$ cat src/bepc_pkg.sv
package bepc_pkg;

  localparam int CFG_W        = 11;
  localparam int CFG_IDX_W    = 1;
  localparam int CNT_W        = 22;
  localparam int DEF_MAX_COLS = 1024;
  localparam int DEF_MAX_ROWS = 1024;

  localparam logic [CNT_W-1:0]     CNT_MAX        = {CNT_W{1'b1}};
  localparam logic [CFG_IDX_W-1:0] REG_FRAME_ROWS = 1'd0;
  localparam logic [CFG_IDX_W-1:0] REG_FRAME_COLS = 1'd1;

  typedef struct packed {
    logic right_en;
    logic right_even;
    logic lower_en;
    logic lower_even;
    logic left;
    logic px;
    logic last;
  } pair_t;

endpackage

$ cat src/bepc_line_mem.sv
module bepc_line_mem #(
  parameter int MAX_COLS = bepc_pkg::DEF_MAX_COLS
) (
  input  logic                        clk,
  input  logic                        en,
  input  logic [$clog2(MAX_COLS)-1:0] addr,
  input  logic                        wr_data,
  output logic                        rd_data
);

  logic mem [MAX_COLS];

  // read-first: the row above is seen before this pixel overwrites it
  always_ff @(posedge clk) begin
    if (en) begin
      rd_data   <= mem[addr];
      mem[addr] <= wr_data;
    end
  end

endmodule

$ cat src/bepc_scan.sv
module bepc_scan #(
  parameter int MAX_COLS = bepc_pkg::DEF_MAX_COLS,
  parameter int MAX_ROWS = bepc_pkg::DEF_MAX_ROWS
) (
  input  logic                        clk,
  input  logic                        rst,
  input  logic                        accept,
  input  logic                        hold,
  input  logic                        pixel,
  input  logic [bepc_pkg::CFG_W-1:0]  frame_rows,
  input  logic [bepc_pkg::CFG_W-1:0]  frame_cols,
  output logic [$clog2(MAX_COLS)-1:0] col,
  output logic                        s1_valid,
  output bepc_pkg::pair_t             s1
);
  import bepc_pkg::*;

  localparam int CW  = $clog2(MAX_COLS);
  localparam int RW  = $clog2(MAX_ROWS);
  localparam int ECW = (CFG_W > CW + 1) ? CFG_W : CW + 1;
  localparam int ERW = (CFG_W > RW + 1) ? CFG_W : RW + 1;

  logic [ECW-1:0] cols_ext;
  logic [ERW-1:0] rows_ext;
  logic [CW-1:0]  last_col;
  logic [RW-1:0]  last_row;
  logic [RW-1:0]  row;
  logic           left;
  pair_t          cur;

  // clamp sizes into [2, max]
  always_comb begin
    cols_ext = ECW'(frame_cols);
    rows_ext = ERW'(frame_rows);
    if (cols_ext < ECW'(2)) begin
      last_col = CW'(1);
    end else if (cols_ext > ECW'(MAX_COLS)) begin
      last_col = CW'(MAX_COLS - 1);
    end else begin
      last_col = CW'(cols_ext - ECW'(1));
    end
    if (rows_ext < ERW'(2)) begin
      last_row = RW'(1);
    end else if (rows_ext > ERW'(MAX_ROWS)) begin
      last_row = RW'(MAX_ROWS - 1);
    end else begin
      last_row = RW'(rows_ext - ERW'(1));
    end
  end

  always_comb begin
    cur.right_en   = (col != '0) && (row < last_row) && (col <= last_col);
    cur.right_even = col[0];
    cur.lower_en   = (row != '0) && (row <= last_row) && (col < last_col);
    cur.lower_even = row[0];
    cur.left       = left;
    cur.px         = pixel;
    cur.last       = (col >= last_col) && (row >= last_row);
  end

  always_ff @(posedge clk) begin
    if (rst) begin
      col      <= '0;
      row      <= '0;
      left     <= 1'b0;
      s1_valid <= 1'b0;
    end else begin
      s1_valid <= accept | hold;
      if (accept) begin
        left <= cur.last ? 1'b0 : pixel;
        if (col >= last_col) begin
          col <= '0;
          row <= (row >= last_row) ? '0 : row + RW'(1);
        end else begin
          col <= col + CW'(1);
        end
      end
    end
  end

  always_ff @(posedge clk) begin
    if (accept) begin
      s1 <= cur;
    end
  end

endmodule

$ cat src/bepc_score.sv
module bepc_score (
  input  logic                       clk,
  input  logic                       rst,
  input  logic                       s1_valid,
  input  bepc_pkg::pair_t            s1,
  input  logic                       above,
  output logic                       hold,
  output logic                       out_valid,
  input  logic                       out_stall,
  output logic [bepc_pkg::CNT_W-1:0] wrong_edges,
  output logic [bepc_pkg::CNT_W-1:0] correct_edges,
  output logic                       has_wrong
);
  import bepc_pkg::*;

  logic [CNT_W-1:0] wrong_total;
  logic [CNT_W-1:0] correct_total;
  logic [CNT_W-1:0] wrong_next;
  logic [CNT_W-1:0] correct_next;
  logic [CNT_W:0]   wrong_sum;
  logic [CNT_W:0]   correct_sum;
  logic [1:0]       wrong_inc;
  logic [1:0]       correct_inc;
  logic             r_diff;
  logic             l_diff;
  logic             fire;

  assign hold = s1_valid && s1.last && out_valid && out_stall;
  assign fire = s1_valid && !hold;

  always_comb begin
    r_diff      = s1.right_en && (s1.left != s1.px);
    l_diff      = s1.lower_en && (above != s1.px);
    correct_inc = 2'(r_diff && (s1.left == s1.right_even))
                + 2'(l_diff && (above == s1.lower_even));
    wrong_inc   = 2'(r_diff && (s1.left != s1.right_even))
                + 2'(l_diff && (above != s1.lower_even));
    wrong_sum   = {1'b0, wrong_total} + (CNT_W + 1)'(wrong_inc);
    correct_sum = {1'b0, correct_total} + (CNT_W + 1)'(correct_inc);
    // saturate
    wrong_next   = (wrong_sum > {1'b0, CNT_MAX}) ? CNT_MAX : wrong_sum[CNT_W-1:0];
    correct_next = (correct_sum > {1'b0, CNT_MAX}) ? CNT_MAX : correct_sum[CNT_W-1:0];
  end

  always_ff @(posedge clk) begin
    if (rst) begin
      wrong_total   <= '0;
      correct_total <= '0;
      out_valid     <= 1'b0;
    end else begin
      if (fire) begin
        if (s1.last) begin
          wrong_total   <= '0;
          correct_total <= '0;
        end else begin
          wrong_total   <= wrong_next;
          correct_total <= correct_next;
        end
      end
      if (fire && s1.last) begin
        out_valid <= 1'b1;
      end else if (!out_stall) begin
        out_valid <= 1'b0;
      end
    end
  end

  always_ff @(posedge clk) begin
    if (fire && s1.last) begin
      wrong_edges   <= wrong_next;
      correct_edges <= correct_next;
      has_wrong     <= (wrong_next != '0);
    end
  end

endmodule

$ cat src/bitmap_edge_polarity_counter_unit.sv
// bitmap edge polarity counter
//
// pixels enter one per transfer on in_valid/in_stall in row-major order for a
// frame of frame_rows by frame_cols (each clamped to 2..max). register index 0
// sets rows, index 1 sets columns; cfg_ready is always high, and the user must
// make writes between frames or between pixels; the block does not enforce it.
//
// one pixel is taken every cycle while in_stall is low. each pixel reads the
// line buffer entry of its column when it is taken and is scored from the s1
// register and the registered line buffer output; a frame's result is then
// registered and leaves on out_valid/out_stall. the line buffer read and write
// share one port per pixel, which sets the one-pixel-per-cycle figure.
//
// the result waits in an output register while out_stall is high; further
// pixels keep flowing, and in_stall rises only when the next frame's result
// is ready and the output register still holds the previous one.
//
// reset clears position, counters and the output valid flag and sets both
// sizes to 2. the line buffer needs no clearing.
module bitmap_edge_polarity_counter_unit #(
  parameter int MAX_COLS = bepc_pkg::DEF_MAX_COLS,
  parameter int MAX_ROWS = bepc_pkg::DEF_MAX_ROWS
) (
  input  logic                           clk,
  input  logic                           rst,
  input  logic                           cfg_valid,
  output logic                           cfg_ready,
  input  logic [bepc_pkg::CFG_IDX_W-1:0] cfg_index,
  input  logic [bepc_pkg::CFG_W-1:0]     cfg_data,
  input  logic                           in_valid,
  output logic                           in_stall,
  input  logic                           pixel,
  output logic                           out_valid,
  input  logic                           out_stall,
  output logic [bepc_pkg::CNT_W-1:0]     wrong_edges,
  output logic [bepc_pkg::CNT_W-1:0]     correct_edges,
  output logic                           has_wrong
);
  import bepc_pkg::*;

  logic [CFG_W-1:0]            frame_rows;
  logic [CFG_W-1:0]            frame_cols;
  logic [$clog2(MAX_COLS)-1:0] col;
  logic                        accept;
  logic                        hold;
  logic                        s1_valid;
  pair_t                       s1;
  logic                        above;

  assign cfg_ready = 1'b1;
  assign in_stall  = hold;
  assign accept    = in_valid && !in_stall;

  always_ff @(posedge clk) begin
    if (rst) begin
      frame_rows <= CFG_W'(2);
      frame_cols <= CFG_W'(2);
    end else if (cfg_valid && cfg_ready) begin
      unique case (cfg_index)
        REG_FRAME_ROWS: frame_rows <= cfg_data;
        REG_FRAME_COLS: frame_cols <= cfg_data;
        default: ;
      endcase
    end
  end

  bepc_scan #(
    .MAX_COLS(MAX_COLS),
    .MAX_ROWS(MAX_ROWS)
  ) u_scan (
    .clk        (clk),
    .rst        (rst),
    .accept     (accept),
    .hold       (hold),
    .pixel      (pixel),
    .frame_rows (frame_rows),
    .frame_cols (frame_cols),
    .col        (col),
    .s1_valid   (s1_valid),
    .s1         (s1)
  );

  bepc_line_mem #(
    .MAX_COLS(MAX_COLS)
  ) u_line_mem (
    .clk     (clk),
    .en      (accept),
    .addr    (col),
    .wr_data (pixel),
    .rd_data (above)
  );

  bepc_score u_score (
    .clk           (clk),
    .rst           (rst),
    .s1_valid      (s1_valid),
    .s1            (s1),
    .above         (above),
    .hold          (hold),
    .out_valid     (out_valid),
    .out_stall     (out_stall),
    .wrong_edges   (wrong_edges),
    .correct_edges (correct_edges),
    .has_wrong     (has_wrong)
  );

  // input backs up only behind a full, stalled output register
  a_stall_needs_full_out: assert property (@(posedge clk) disable iff (rst)
    in_stall |-> (out_valid && out_stall && s1_valid && s1.last))
    else $error("input stalled without a pending result");

  a_flag_matches_count: assert property (@(posedge clk) disable iff (rst)
    out_valid |-> (has_wrong == (wrong_edges != '0)))
    else $error("has_wrong disagrees with wrong_edges");

  a_reset_empties_out: assert property (@(posedge clk)
    rst |=> (!out_valid && !in_stall))
    else $error("output not empty after reset");

endmodule
$ cat config.mk
export PLATFORM = sky130hd
export DESIGN_NAME = bitmap_edge_polarity_counter_unit
export DESIGN_NICKNAME = d
export VERILOG_FILES = /design/src/bepc_pkg.sv /design/src/bepc_line_mem.sv /design/src/bepc_scan.sv /design/src/bepc_score.sv /design/src/bitmap_edge_polarity_counter_unit.sv
export SDC_FILE = /design/constraint.sdc
export NUM_CORES = 2
export LEC_CHECK = 0
export BUFFER_PORTS_ARGS = -buffer_cell sky130_fd_sc_hd__buf_2
export CAP_MARGIN = 20
export CORE_MARGIN = 5
export CORE_UTILIZATION = 25
export CTS_BUF_LIST = sky130_fd_sc_hd__clkbuf_4
export DETAILED_ROUTE_END_ITERATION = 8
export GPL_TIMING_DRIVEN = 0
export MAX_ROUTING_LAYER = met4
export PLACE_DENSITY = 0.48
export SLEW_MARGIN = 10
export SYNTH_ARGS = -nofsm -noshare
export SYNTH_HDL_FRONTEND = slang
export SYNTH_SLANG_ARGS = --single-unit
$ cat constraint.sdc
create_clock -name clk -period 3.2 [get_ports clk]
set_clock_uncertainty 0.2 [all_clocks]
set_input_delay 0.16 -clock clk [delete_from_list [all_inputs] [get_ports clk]]
set_output_delay 0.16 -clock clk [all_outputs]
set_load 0.005 [all_outputs]
==> summary.md <==
| Metric | Value |
|---|---|
| Crit path kind | register to register |
| Pwr per Cell Area | 511 nW/um^2 |
| Worst Setup End Kind | register |
| Crit path launch type | register |
| Total placed cells including tap cells | 6907 |
| Vias per cell | 5.04 |
| Share of cells above drive strength 1 | 25.1% |
| Synthesis Warnings | 0 |
| Fin crit period | 4.40 ns |
| Routed via count | 38400 |
| Number of buffers created by CTS | 325 |
| Sequential Area | 34100 um^2 |
| Full die area | 214000 um^2 |
| Port Buffer Count | 63 |
| WP data required | 3.81 ns |
| WHS Path Cells | 5 |
| Initial antenna violation count | 7 |
| Clock buffer depth | 4 |
| Synth cell types | 67 |
| First-pass GRT wire length | 278000 um |
| Worst-path clk slew | 0.07 ns |
| Clk root buf | clkbuf_4 |
| Final net count | 4781 |
| Final Hold Fails | 0 |
| Congestion Overflow GR | 0 |
| Final Util | 31.6% |
| Area leader, netlist | edfxtp_1 |
| Multi-input gate area | 16600 um^2 |
| DP HPWL | 127000 um |
| Worst-path fanout max | 10 |
| Post-synth EDFFs | 1077 |
| Worst slew margin | 17.1% |
| Mapped Cells | 4093 |
| Total track usage | 19.0% |
| Initial Utilization | 25.1% |
| Max-cap viol count | 0 |
| Top cell type's share of synthesized area | 63.3% |
| Final wirelength | 203000 um |
| Syn_nets | 4143 |
| Drc violations | 0 |
| P_leak | 20.6 nW |
| Site Rows | 166 |
| End of the worst hold path | frame_cols[1]$_SDFFE_PP1P_ |
| Antenna Violating Nets Remaining | 0 |
| FF-to-FF End | u_line_mem.rd_data$_DFFE_PP_ |
| Mapped cell area | 51100 um^2 |
| Synth-to-Final Area Change | 26.2% |
| Fmax | 227 MHz |
| Hold WC Path Type | input pin to register |
| Core area | 204000 um^2 |
| Largest net degree at the start of global routing | 165 |
| Final setup margin | -1.20 ns |
| Commonest non-fill, non-tap cell in the layout | edfxtp_1 |
| # clock sinks | 1166 |
| Peak VDD IR | 0.295 mV |
| Worst-Margin Slew | 1.24 ns |
| Syn avg cell area | 12.5 um^2 |
| First-pass DRT Iterations | 6 |
| Vias in the first global route | 36700 |
| Wire per inst | 26.6 um |
| TritonCTS clock tree | yes |
| Die width | 462 um |
| Die Ht | 462 um |
| Final Cycle Share | 137% |
| Worst reg2reg path startpoint | u_scan.col[1]$_SDFFE_PP0P_ |
| Number of I/O pins | 66 |
| Status | complete, but fails checks |
| Violated checks | negative setup slack |
| Placer congestion estimate | 0.874 |
| Synth area leaders | edfxtp_1, mux2i_1, nor2_1 |
| Worst Hold Launch | cfg_data[1] |
| Clk_lat worst skew | 1.38 ns |
| Detailed router's first-iteration violation count | 4630 |
| Fill count | 20800 |
| FF-to-FF path depth | 12 |
| H-tree depth | 5 |
| Final Setup Violations | 423 |
| FFs w/ async S/R, synth | 0% |
| Seq/Total Area, Yosys | 66.8% |
| Reg2Reg Setup Slack | -1.20 ns |
| Final cell count without fillers | 7634 |
| Slew Limit Fails | 0 |
| Most frequent cells in the layout | edfxtp_1, nor2_1, clkbuf_4 |
| Synth Register Bits | 1166 |
| Data arrival time of the worst path | 5.00 ns |
| RSZ-0062 raised after global routing | yes |
| Ys flop type | edfxtp_1 |
## synth_stat cells, types with 19 or more instances
master    instances
nand2_1         175
o21ai_0          36
nor3_1           35
mux2i_1         451
dfxtp_1          89
nor2_1         1148
edfxtp_1       1077
a21oi_1          42
buf_4            32
and3_1           25
mux4_2           32
buf_2            41
xor2_1           32
clkbuf_1        264
o22ai_1         212
nor4_1           42
xnor2_1          25
nand4_1          26
inv_1            29
a22oi_1          55
nand3_1          39
ha_1             30
a31oi_1          19
## worst max path at each step
stage | from | end | slack (ns) | cells after the start
after floorplan | u_line_mem.rd_data$_DFFE_PP_ | u_score.has_wrong$_DFFE_PP_ | -0.11 | 13
after global placement | pixel | u_line_mem.mem[776]$_DFFE_PP_ | -10.90 | 1
after detailed placement | u_scan.col[1]$_SDFFE_PP0P_ | u_line_mem.rd_data$_DFFE_PP_ | -2.97 | 12
after CTS | u_scan.col[1]$_SDFFE_PP0P_ | u_line_mem.rd_data$_DFFE_PP_ | -0.91 | 13
after global routing | u_scan.col[1]$_SDFFE_PP0P_ | u_line_mem.rd_data$_DFFE_PP_ | -1.04 | 12
final | u_scan.col[1]$_SDFFE_PP0P_ | u_line_mem.rd_data$_DFFE_PP_ | -1.20 | 12
## sequential cells by signal (all words and copies together), names as in the netlist
| signal | flops |
|---|---|
| u_scan.left | 1 |
| u_scan.s1_valid | 1 |
| u_scan.row | 10 |
| u_line_mem.rd_data | 1 |
| u_score.out_valid | 1 |
| frame_rows | 11 |
| u_scan.s1 | 7 |
| u_scan.col | 10 |
| u_score.correct_total | 22 |
| u_line_mem.mem | 1024 |
| frame_cols | 11 |
| u_score.correct_edges | 22 |
| u_score.wrong_total | 22 |
| u_score.wrong_edges | 22 |
| u_score.has_wrong | 1 |
## logic make-up after synthesis
family / after synthesis / synth area share [%]
compound gates: 405 / 5.05
xor+xnor: 57 / 0.977
fa+ha+maj: 32 / 0.813
buf+inv: 379 / 3.24
flops: 1166 / 66.8
mux: 485 / 10.3
other cells: 1 / 0.00734
simple gates: 1568 / 12.9
## where the power goes
part / total (W) / internal, W / switching (W)
clock: 0.0134 / 0.00695 / 0.00650
combinational: 0.00283 / 0.00114 / 0.00169
sequential: 0.0167 / 0.0167 / 0.0000460
total: 0.0330 / 0.0247 / 0.00823
## metal layers
layer | track usage, % | vias to the layer above | part of all wire (%)
met5 | - | - | 0
met4 | 7.75 | 0 | 4.5
met3 | 3.70 | 485 | 9.0
met2 | 28.9 | 2057 | 45
met1 | 24.8 | 19600 | 42
li1 | - | 16400 | -
## what timing repair did
item	in CTS	in global routing
pin swaps	24	68
hold buffers	50	0
setup endpoints to repair	1110	983
endpoints found under the hold margin	1343	0
gates resized for setup	521	295
setup buffers	78	49
gates cloned	10	3
## layout make-up
cell class,instances,share of cell area [%]
Clock buffer,487,5.67
Clock inverter,47,0.332
Multi-Input combinational cell,2549,25.7
Inverter,30,0.186
Sequential cell,1166,52.9
Timing Repair Buffer,315,4.93
Buffer,344,5.01
Antenna cell,8,0.0310
Tap cell,2688,5.21
## stage by stage
stage	TNS [ns]	setup WS [ns]	cell area [um^2]	power [W]	hold slack [ns]
after floorplan	-0.114	-0.114	51100	0.0182	0.0589
after global placement	-	-10.90	54800	0.0193	0.223
after detailed placement	-1493.75	-2.97	55900	0.0192	0.232
after CTS	-125.09	-0.906	63200	0.0330	0.0104
after global routing	-71.20	-1.04	64500	0.0342	-0.00415
final	-60.53	-1.20	64500	0.0330	0.105
## worst max-delay path: stages (launching register included)
cell and delay [ns]:
dfxtp_4 0.40, buf_12 0.17, buf_16 0.19, buf_16 0.15, buf_16 0.15, mux2i_1 0.29, o22ai_1 0.13, nor4_2 0.39
a31oi_2 0.17, a31oi_4 0.25, nand4_1 0.27, nor4_4 0.53, nand4_1 0.56
Power figures use the tool's default switching activity.
